--- src/rtl/hsl_pkg.sv ---
package hsl_pkg;

   localparam int CHANNEL_BITS = 8;
   localparam int HUE_BITS     = 12;
   localparam int HUE_FULL     = 3600;

   // restoring divider: one quotient bit per stage, enough bits for hue and saturation
   localparam int DIV_STAGES = (CHANNEL_BITS > HUE_BITS) ? CHANNEL_BITS : HUE_BITS;
   localparam int DIV_BITS   = CHANNEL_BITS + 1;
   localparam int NUM_BITS   = DIV_BITS + DIV_STAGES;
   localparam int T_BITS     = CHANNEL_BITS + 14;
   localparam int LATENCY    = DIV_STAGES + 3;

   localparam logic [1:0] SECTOR_RED   = 2'd0;
   localparam logic [1:0] SECTOR_GREEN = 2'd1;
   localparam logic [1:0] SECTOR_BLUE  = 2'd2;

   typedef logic [CHANNEL_BITS-1:0] chan_type;

   typedef struct packed {
      logic [DIV_BITS-1:0]   rem;
      logic [DIV_STAGES-1:0] low;
      logic [DIV_BITS-1:0]   div;
   } div_type;

   typedef struct packed {
      div_type  hue;
      div_type  sat;
      logic     gray;
      chan_type lum;
      chan_type alpha;
   } pipe_type;

endpackage

--- src/rtl/hsl_front.sv ---
module hsl_front (
   input  logic               clock,
   input  logic               reset,
   input  logic               in_valid,
   output logic               in_ready,
   input  hsl_pkg::chan_type  red,
   input  hsl_pkg::chan_type  green,
   input  hsl_pkg::chan_type  blue,
   input  hsl_pkg::chan_type  alpha,
   output logic               out_valid,
   input  logic               out_ready,
   output hsl_pkg::pipe_type  out_data
);

   localparam int CB = hsl_pkg::CHANNEL_BITS;
   localparam int TB = hsl_pkg::T_BITS;
   localparam int NB = hsl_pkg::NUM_BITS;
   localparam int DB = hsl_pkg::DIV_BITS;
   localparam int QB = hsl_pkg::DIV_STAGES;

   // stage A: max, min, sector
   logic              a_valid_ff;
   hsl_pkg::chan_type a_red_ff, a_green_ff, a_blue_ff, a_alpha_ff;
   hsl_pkg::chan_type a_max_ff, a_min_ff;
   logic [1:0]        a_sector_ff;
   hsl_pkg::chan_type max_in, min_in;
   logic [1:0]        sector_in;
   logic              a_ready;

   // stage B: hue and saturation numerators and divisors
   logic              b_valid_ff;
   hsl_pkg::pipe_type b_data_ff;
   hsl_pkg::pipe_type b_data_in;
   logic              b_ready;

   always_comb begin
      if (red > green) begin
         if (red > blue) begin
            max_in    = red;
            sector_in = hsl_pkg::SECTOR_RED;
         end else begin
            max_in    = blue;
            sector_in = hsl_pkg::SECTOR_BLUE;
         end
      end else if (blue > green) begin
         max_in    = blue;
         sector_in = hsl_pkg::SECTOR_BLUE;
      end else begin
         max_in    = green;
         sector_in = hsl_pkg::SECTOR_GREEN;
      end
      min_in = red;
      if (green < min_in) begin
         min_in = green;
      end
      if (blue < min_in) begin
         min_in = blue;
      end
   end

   assign b_ready  = !b_valid_ff || out_ready;
   assign a_ready  = !a_valid_ff || b_ready;
   assign in_ready = a_ready;

   always_ff @(posedge clock) begin
      if (reset) begin
         a_valid_ff <= 1'b0;
      end else if (a_ready) begin
         a_valid_ff <= in_valid;
      end
      if (a_ready) begin
         a_red_ff    <= red;
         a_green_ff  <= green;
         a_blue_ff   <= blue;
         a_alpha_ff  <= alpha;
         a_max_ff    <= max_in;
         a_min_ff    <= min_in;
         a_sector_ff <= sector_in;
      end
   end

   hsl_pkg::chan_type       diff;
   logic [CB:0]             sum;
   logic [DB-1:0]           two_fs;
   logic [DB-1:0]           den;
   logic [2*CB-1:0]         sat_prod;
   logic signed [TB-1:0]    r_s, g_s, b_s, d_s, t;
   logic [NB-1:0]           hue_num, sat_num;

   always_comb begin
      diff   = a_max_ff - a_min_ff;
      sum    = {1'b0, a_max_ff} + {1'b0, a_min_ff};
      two_fs = {{CB{1'b1}}, 1'b0};
      den    = (sum > {1'b0, {CB{1'b1}}}) ? (two_fs - sum) : sum;
      sat_prod = {diff, {CB{1'b0}}} - {{CB{1'b0}}, diff};
      r_s = {{(TB-CB){1'b0}}, a_red_ff};
      g_s = {{(TB-CB){1'b0}}, a_green_ff};
      b_s = {{(TB-CB){1'b0}}, a_blue_ff};
      d_s = {{(TB-CB){1'b0}}, diff};
      case (a_sector_ff)
         hsl_pkg::SECTOR_RED: begin
            t = TB'(600 * (g_s - b_s));
            if (t < 0) begin
               t = TB'(t + 3600 * d_s);
            end
         end
         hsl_pkg::SECTOR_GREEN: begin
            t = TB'(1200 * d_s + 600 * (b_s - r_s));
         end
         hsl_pkg::SECTOR_BLUE: begin
            t = TB'(2400 * d_s + 600 * (r_s - g_s));
         end
         default: begin
            t = '0;
         end
      endcase
      hue_num = NB'(2 * t + d_s);
      sat_num = NB'(sat_prod);

      b_data_in.hue.rem = hue_num[NB-1:QB];
      b_data_in.hue.low = hue_num[QB-1:0];
      b_data_in.hue.div = {diff, 1'b0};
      b_data_in.sat.rem = sat_num[NB-1:QB];
      b_data_in.sat.low = sat_num[QB-1:0];
      b_data_in.sat.div = den;
      b_data_in.gray    = (diff == '0);
      b_data_in.lum     = sum[CB:1];
      b_data_in.alpha   = a_alpha_ff;
   end

   always_ff @(posedge clock) begin
      if (reset) begin
         b_valid_ff <= 1'b0;
      end else if (b_ready) begin
         b_valid_ff <= a_valid_ff;
      end
      if (b_ready) begin
         b_data_ff <= b_data_in;
      end
   end

   assign out_valid = b_valid_ff;
   assign out_data  = b_data_ff;

endmodule

--- src/rtl/hsl_div_stage.sv ---
module hsl_div_stage (
   input  logic               clock,
   input  logic               reset,
   input  logic               in_valid,
   output logic               in_ready,
   input  hsl_pkg::pipe_type  in_data,
   output logic               out_valid,
   input  logic               out_ready,
   output hsl_pkg::pipe_type  out_data
);

   localparam int DB = hsl_pkg::DIV_BITS;
   localparam int QB = hsl_pkg::DIV_STAGES;

   logic              valid_ff;
   hsl_pkg::pipe_type data_ff;
   hsl_pkg::pipe_type data_in;

   // one restoring step: shift in the next numerator bit, subtract if it fits
   function automatic hsl_pkg::div_type div_step(input hsl_pkg::div_type v);
      hsl_pkg::div_type r;
      logic [DB:0]      x;
      logic [DB:0]      diff;
      logic             fits;
      x    = {v.rem, v.low[QB-1]};
      diff = x - {1'b0, v.div};
      fits = (x >= {1'b0, v.div});
      r.div = v.div;
      r.rem = fits ? diff[DB-1:0] : x[DB-1:0];
      r.low = {v.low[QB-2:0], fits};
      return r;
   endfunction

   always_comb begin
      data_in     = in_data;
      data_in.hue = div_step(in_data.hue);
      data_in.sat = div_step(in_data.sat);
   end

   assign in_ready = !valid_ff || out_ready;

   always_ff @(posedge clock) begin
      if (reset) begin
         valid_ff <= 1'b0;
      end else if (in_ready) begin
         valid_ff <= in_valid;
      end
      if (in_ready) begin
         data_ff <= data_in;
      end
   end

   assign out_valid = valid_ff;
   assign out_data  = data_ff;

endmodule

--- src/rtl/hsl_back.sv ---
module hsl_back (
   input  logic                          clock,
   input  logic                          reset,
   input  logic                          in_valid,
   output logic                          in_ready,
   input  hsl_pkg::pipe_type             in_data,
   output logic                          out_valid,
   input  logic                          out_stall,
   output logic [hsl_pkg::HUE_BITS-1:0]  hue,
   output hsl_pkg::chan_type             saturation,
   output hsl_pkg::chan_type             luminance,
   output hsl_pkg::chan_type             alpha
);

   localparam int HB = hsl_pkg::HUE_BITS;
   localparam int CB = hsl_pkg::CHANNEL_BITS;

   logic              valid_ff;
   logic [HB-1:0]     hue_ff, hue_in, hue_q;
   hsl_pkg::chan_type sat_ff, sat_in, lum_ff, alpha_ff;

   always_comb begin
      hue_q = in_data.hue.low[HB-1:0];
      if (hue_q >= HB'(hsl_pkg::HUE_FULL)) begin
         hue_in = hue_q - HB'(hsl_pkg::HUE_FULL);
      end else begin
         hue_in = hue_q;
      end
      sat_in = in_data.sat.low[CB-1:0];
      if (in_data.gray) begin
         hue_in = '0;
         sat_in = '0;
      end
   end

   assign in_ready = !valid_ff || !out_stall;

   always_ff @(posedge clock) begin
      if (reset) begin
         valid_ff <= 1'b0;
      end else if (in_ready) begin
         valid_ff <= in_valid;
      end
      if (in_ready) begin
         hue_ff   <= hue_in;
         sat_ff   <= sat_in;
         lum_ff   <= in_data.lum;
         alpha_ff <= in_data.alpha;
      end
   end

   assign out_valid  = valid_ff;
   assign hue        = hue_ff;
   assign saturation = sat_ff;
   assign luminance  = lum_ff;
   assign alpha      = alpha_ff;

endmodule

--- src/rtl/rgb_to_hsl_converter.sv ---
// Pipeline: from request accept to rsp_valid, two front stages, one stage per
//   quotient bit of the 12-bit restoring divider, one output register.
// Throughput: one request per cycle; each stage stalls only when it holds data that
//   the next stage cannot take, so bubbles are squeezed out under backpressure.
// Reset: synchronous, active high; clears all valid bits, data registers are not reset.
module rgb_to_hsl_converter (
   input  logic                          clock,
   input  logic                          reset,
   input  logic                          req_valid,
   output logic                          req_stall,
   input  hsl_pkg::chan_type             req_red_in,
   input  hsl_pkg::chan_type             req_green_in,
   input  hsl_pkg::chan_type             req_blue_in,
   input  hsl_pkg::chan_type             req_alpha_in,
   output logic                          rsp_valid,
   input  logic                          rsp_stall,
   output logic [hsl_pkg::HUE_BITS-1:0]  rsp_hue_out,
   output hsl_pkg::chan_type             rsp_saturation_out,
   output hsl_pkg::chan_type             rsp_luminance_out,
   output hsl_pkg::chan_type             rsp_alpha_out
);

   localparam int NS = hsl_pkg::DIV_STAGES;

   hsl_pkg::pipe_type stage_data  [NS+1];
   logic              stage_valid [NS+1];
   logic              stage_ready [NS+1];
   logic              front_ready;

   hsl_front u_front (
      .clock     (clock),
      .reset     (reset),
      .in_valid  (req_valid),
      .in_ready  (front_ready),
      .red       (req_red_in),
      .green     (req_green_in),
      .blue      (req_blue_in),
      .alpha     (req_alpha_in),
      .out_valid (stage_valid[0]),
      .out_ready (stage_ready[0]),
      .out_data  (stage_data[0])
   );

   assign req_stall = !front_ready;

   for (genvar g = 0; g < NS; g++) begin : g_div
      hsl_div_stage u_stage (
         .clock     (clock),
         .reset     (reset),
         .in_valid  (stage_valid[g]),
         .in_ready  (stage_ready[g]),
         .in_data   (stage_data[g]),
         .out_valid (stage_valid[g+1]),
         .out_ready (stage_ready[g+1]),
         .out_data  (stage_data[g+1])
      );
   end

   hsl_back u_back (
      .clock      (clock),
      .reset      (reset),
      .in_valid   (stage_valid[NS]),
      .in_ready   (stage_ready[NS]),
      .in_data    (stage_data[NS]),
      .out_valid  (rsp_valid),
      .out_stall  (rsp_stall),
      .hue        (rsp_hue_out),
      .saturation (rsp_saturation_out),
      .luminance  (rsp_luminance_out),
      .alpha      (rsp_alpha_out)
   );

endmodule

--- config.mk ---
export PLATFORM = sky130hd
export DESIGN_NAME = rgb_to_hsl_converter
export DESIGN_NICKNAME = d
export VERILOG_FILES = /design/src/rtl/hsl_pkg.sv /design/src/rtl/hsl_front.sv /design/src/rtl/hsl_div_stage.sv /design/src/rtl/hsl_back.sv /design/src/rtl/rgb_to_hsl_converter.sv
export SDC_FILE = /design/constraint.sdc
export NUM_CORES = 2
export LEC_CHECK = 0
export BUFFER_PORTS_ARGS = -buffer_cell sky130_fd_sc_hd__clkbuf_2
export CORE_MARGIN = 5
export CORE_UTILIZATION = 69
export CTS_CLUSTER_SIZE = 8
export DETAILED_ROUTE_END_ITERATION = 12
export PLACE_DENSITY = 0.86
export SYNTH_ARGS = -nofsm -noshare
export SYNTH_HDL_FRONTEND = slang
export SYNTH_SLANG_ARGS = --single-unit
export TNS_END_PERCENT = 5
--- constraint.sdc ---
create_clock -name clock -period 19.7 [get_ports clock]
set_clock_uncertainty 0.2 [all_clocks]
set_input_delay 3.94 -clock clock [delete_from_list [all_inputs] [get_ports clock]]
set_output_delay 3.94 -clock clock [all_outputs]
set_load 0.005 [all_outputs]
==> impl_metrics.tcl <==
set metrics [dict create \
    status "finished, final reports clean" \
    ant_nets 0 \
    synth.distinct_cells 84 \
    syn_inst 3857 \
    io_buffers 73 \
    synth_ff_type "edfxtp_1" \
    die_w_um 278 \
    hold_depth 0 \
    diodes 0 \
    cts_buffer_depth 3 \
    crit_type "input port to primary output" \
    final.min_clock_period_ps 11840 \
    vias 31251 \
    final_area_um2 55000 \
    clk_latency_ps 720 \
    yosys.area_share.adder_pct 16.5 \
    placed_area_um2 51200 \
    drive_gt1_share_pct 8.00 \
    ctsHoldBuffers 0 \
    cts-root-buf "clkbuf_16" \
    relSlewSlack_pct 25.9 \
    layout_commonest_cell "edfxtp_1" \
    grt.total_usage_pct 28.7 \
    dpl.cell_count 4865 \
    syn_area_um2 49600 \
    cts_max_level 4 \
    core_area_um2 71400 \
    grt_pass1_wl_mm 177 \
    final_cell_mix "edfxtp_1, ha_1, inv_1" \
    synth_xor_area_share_pct 4.79 \
    r2r_cells 32 \
    yosys.area_share.simple_pct 7.07 \
    rows 98 \
    synthMuxAreaShare_pct 1.41 \
    drv_cap 0 \
    vias_per_cell 6.20 \
    dieArea_um2 77400 \
    syn_to_final_growth_pct 10.8 \
    antenna_found_initial 0 \
    synth_compound_area_share_pct 9.54 \
    wl_per_cell_um 22.0 \
    final_nets 4689 \
    ys_seq_area_share_pct 56.5 \
    cts_tree "built" \
    postCtsSetupBuffers 0 \
    max_slew.worst_pin.slew_ps 1110 \
    ys_ff_latch 938 \
    place_congestion 0.933 \
    initial_utilization_pct 69.5 \
    ios 74 \
    rsz0062_at_grt "no" \
    synth-async-reset-ratio_pct 0 \
    hpwlAfterDp_mm 67.3 \
    setup_viol 0 \
    drc_errors 0 \
    synth_top_family_by_area "adder cells" \
    synth.net_count 4494 \
    drt_iter0_drc 2909 \
    clock-sinks 938 \
    dieHeight_um 278 \
    path_clk_slew_ps 50 \
    critical_path_arrival_ps 7700 \
    fin_cells 5039 \
    finalCritPeriodShare_pct 60.1 \
    syn_area_per_cell_um2 12.9 \
    endpoint_kind "primary output" \
    fmax_mhz 84.5 \
    hp-class "register to register" \
    grt_pass1_vias 33019 \
    grt-ovfl-total 0 \
    final_max_slew_viol_count 0 \
    first_pass_iters 6 \
    finalHoldViolations 0 \
    postCtsResizedCells 0 \
    grt_max_degree 71 \
    worstPathRequired_ps 15560 \
    worst-path-max-fanout 70 \
    cp-start-kind "input port" \
    totalWireLength_mm 111 \
    synth_edf_count 923 \
    setup-tns-final_ps 0 \
    synth_warnings 0 \
    numCtsBuffers 135 \
    holdWs_ps 181 \
]
==> per-stage QoR <==
stage / setup slack, ps / utilization, %
2_1_floorplan: 5960 / -
3_3_place_gp: 8370 / 71.7
3_5_place_dp: 8220 / 71.7
4_1_cts: 7910 / 77.0
5_1_grt: 7640 / 77.0
6_report: 7860 / 77.0
==> cells in the mapped netlist (all sizes together), types with 83 or more instances <==
cell / number / area (um^2)
ha: 510 / 6380
inv: 511 / 1920
a21oi: 276 / 1400
xnor2: 181 / 1600
nand2: 113 / 424
nor2b: 104 / 651
fa: 91 / 1820
o21ai: 134 / 674
a21o: 153 / 1150
edfxtp: 923 / 27700
nand2b: 83 / 519
nor2: 234 / 878
==> state kept, by name (all words and copies together), names as in the netlist, 12 cells and up <==
| register | cells |
|---|---|
| g_div.u_stage.out_data | 772 |
| g_div.u_stage.out_valid | 12 |
| u_back.hue | 12 |
| u_front.out_data | 65 |
==> cell type report <==
class | count | area (um^2)
fillers | 3888 | 16400
repair buffers | 92 | 508
clock inverters | 11 | 226
clock buffers | 163 | 3550
multi-input cells | 2374 | 19600
inverters | 511 | 1920
flip-flops and latches | 938 | 28000
well taps | 950 | 1190
==> routing by layer <==
layer	track usage, %	share of wire [%]
met5	0	0
met2	53.9	54
met4	15.8	6.0
met1	30.9	34
met3	4.47	5.4
==> final timing paths <==
check | start | end | slack [ps]
worst max-delay path | rsp_stall | req_stall | 7860
worst min-delay path | g_div[1].u_stage.out_data[32]$_DFFE_PP_ | g_div[2].u_stage.out_data[33]$_DFFE_PP_ | 180
worst max register to register | u_front.a_blue_ff[1]$_DFFE_PN_ | u_front.out_data[69]$_DFFE_PP_ | 11350
worst min register to register | g_div[1].u_stage.out_data[32]$_DFFE_PP_ | g_div[2].u_stage.out_data[33]$_DFFE_PP_ | 180
==> worst max-delay path, stage by stage <==
cell and delay (ps):
clkbuf_2 110, and3_1 350, inv_1 110, nor2_1 280, and2_1 310, and3_1 340, and3_1 370, nand3_4 100
buf_4 400, nor2_1 580, nand3_2 140, buf_4 350, inv_1 120, clkbuf_2 110
==> cells by family (layout without fill, tap and decap cells) <==
logic type / count (synthesis) / count (layout)
AOI/OAI and AO/OA: 743 / 743
xor gates and xnor gates: 264 / 264
adders and majority gates: 601 / 601
buffers and inverters: 545 / 777
DFF: 938 / 938
muxes: 65 / 65
and+or+nand+nor: 701 / 701
Power is not shown: default switching activity piles up to over one toggle a cycle in this logic, so the estimate is an artifact.
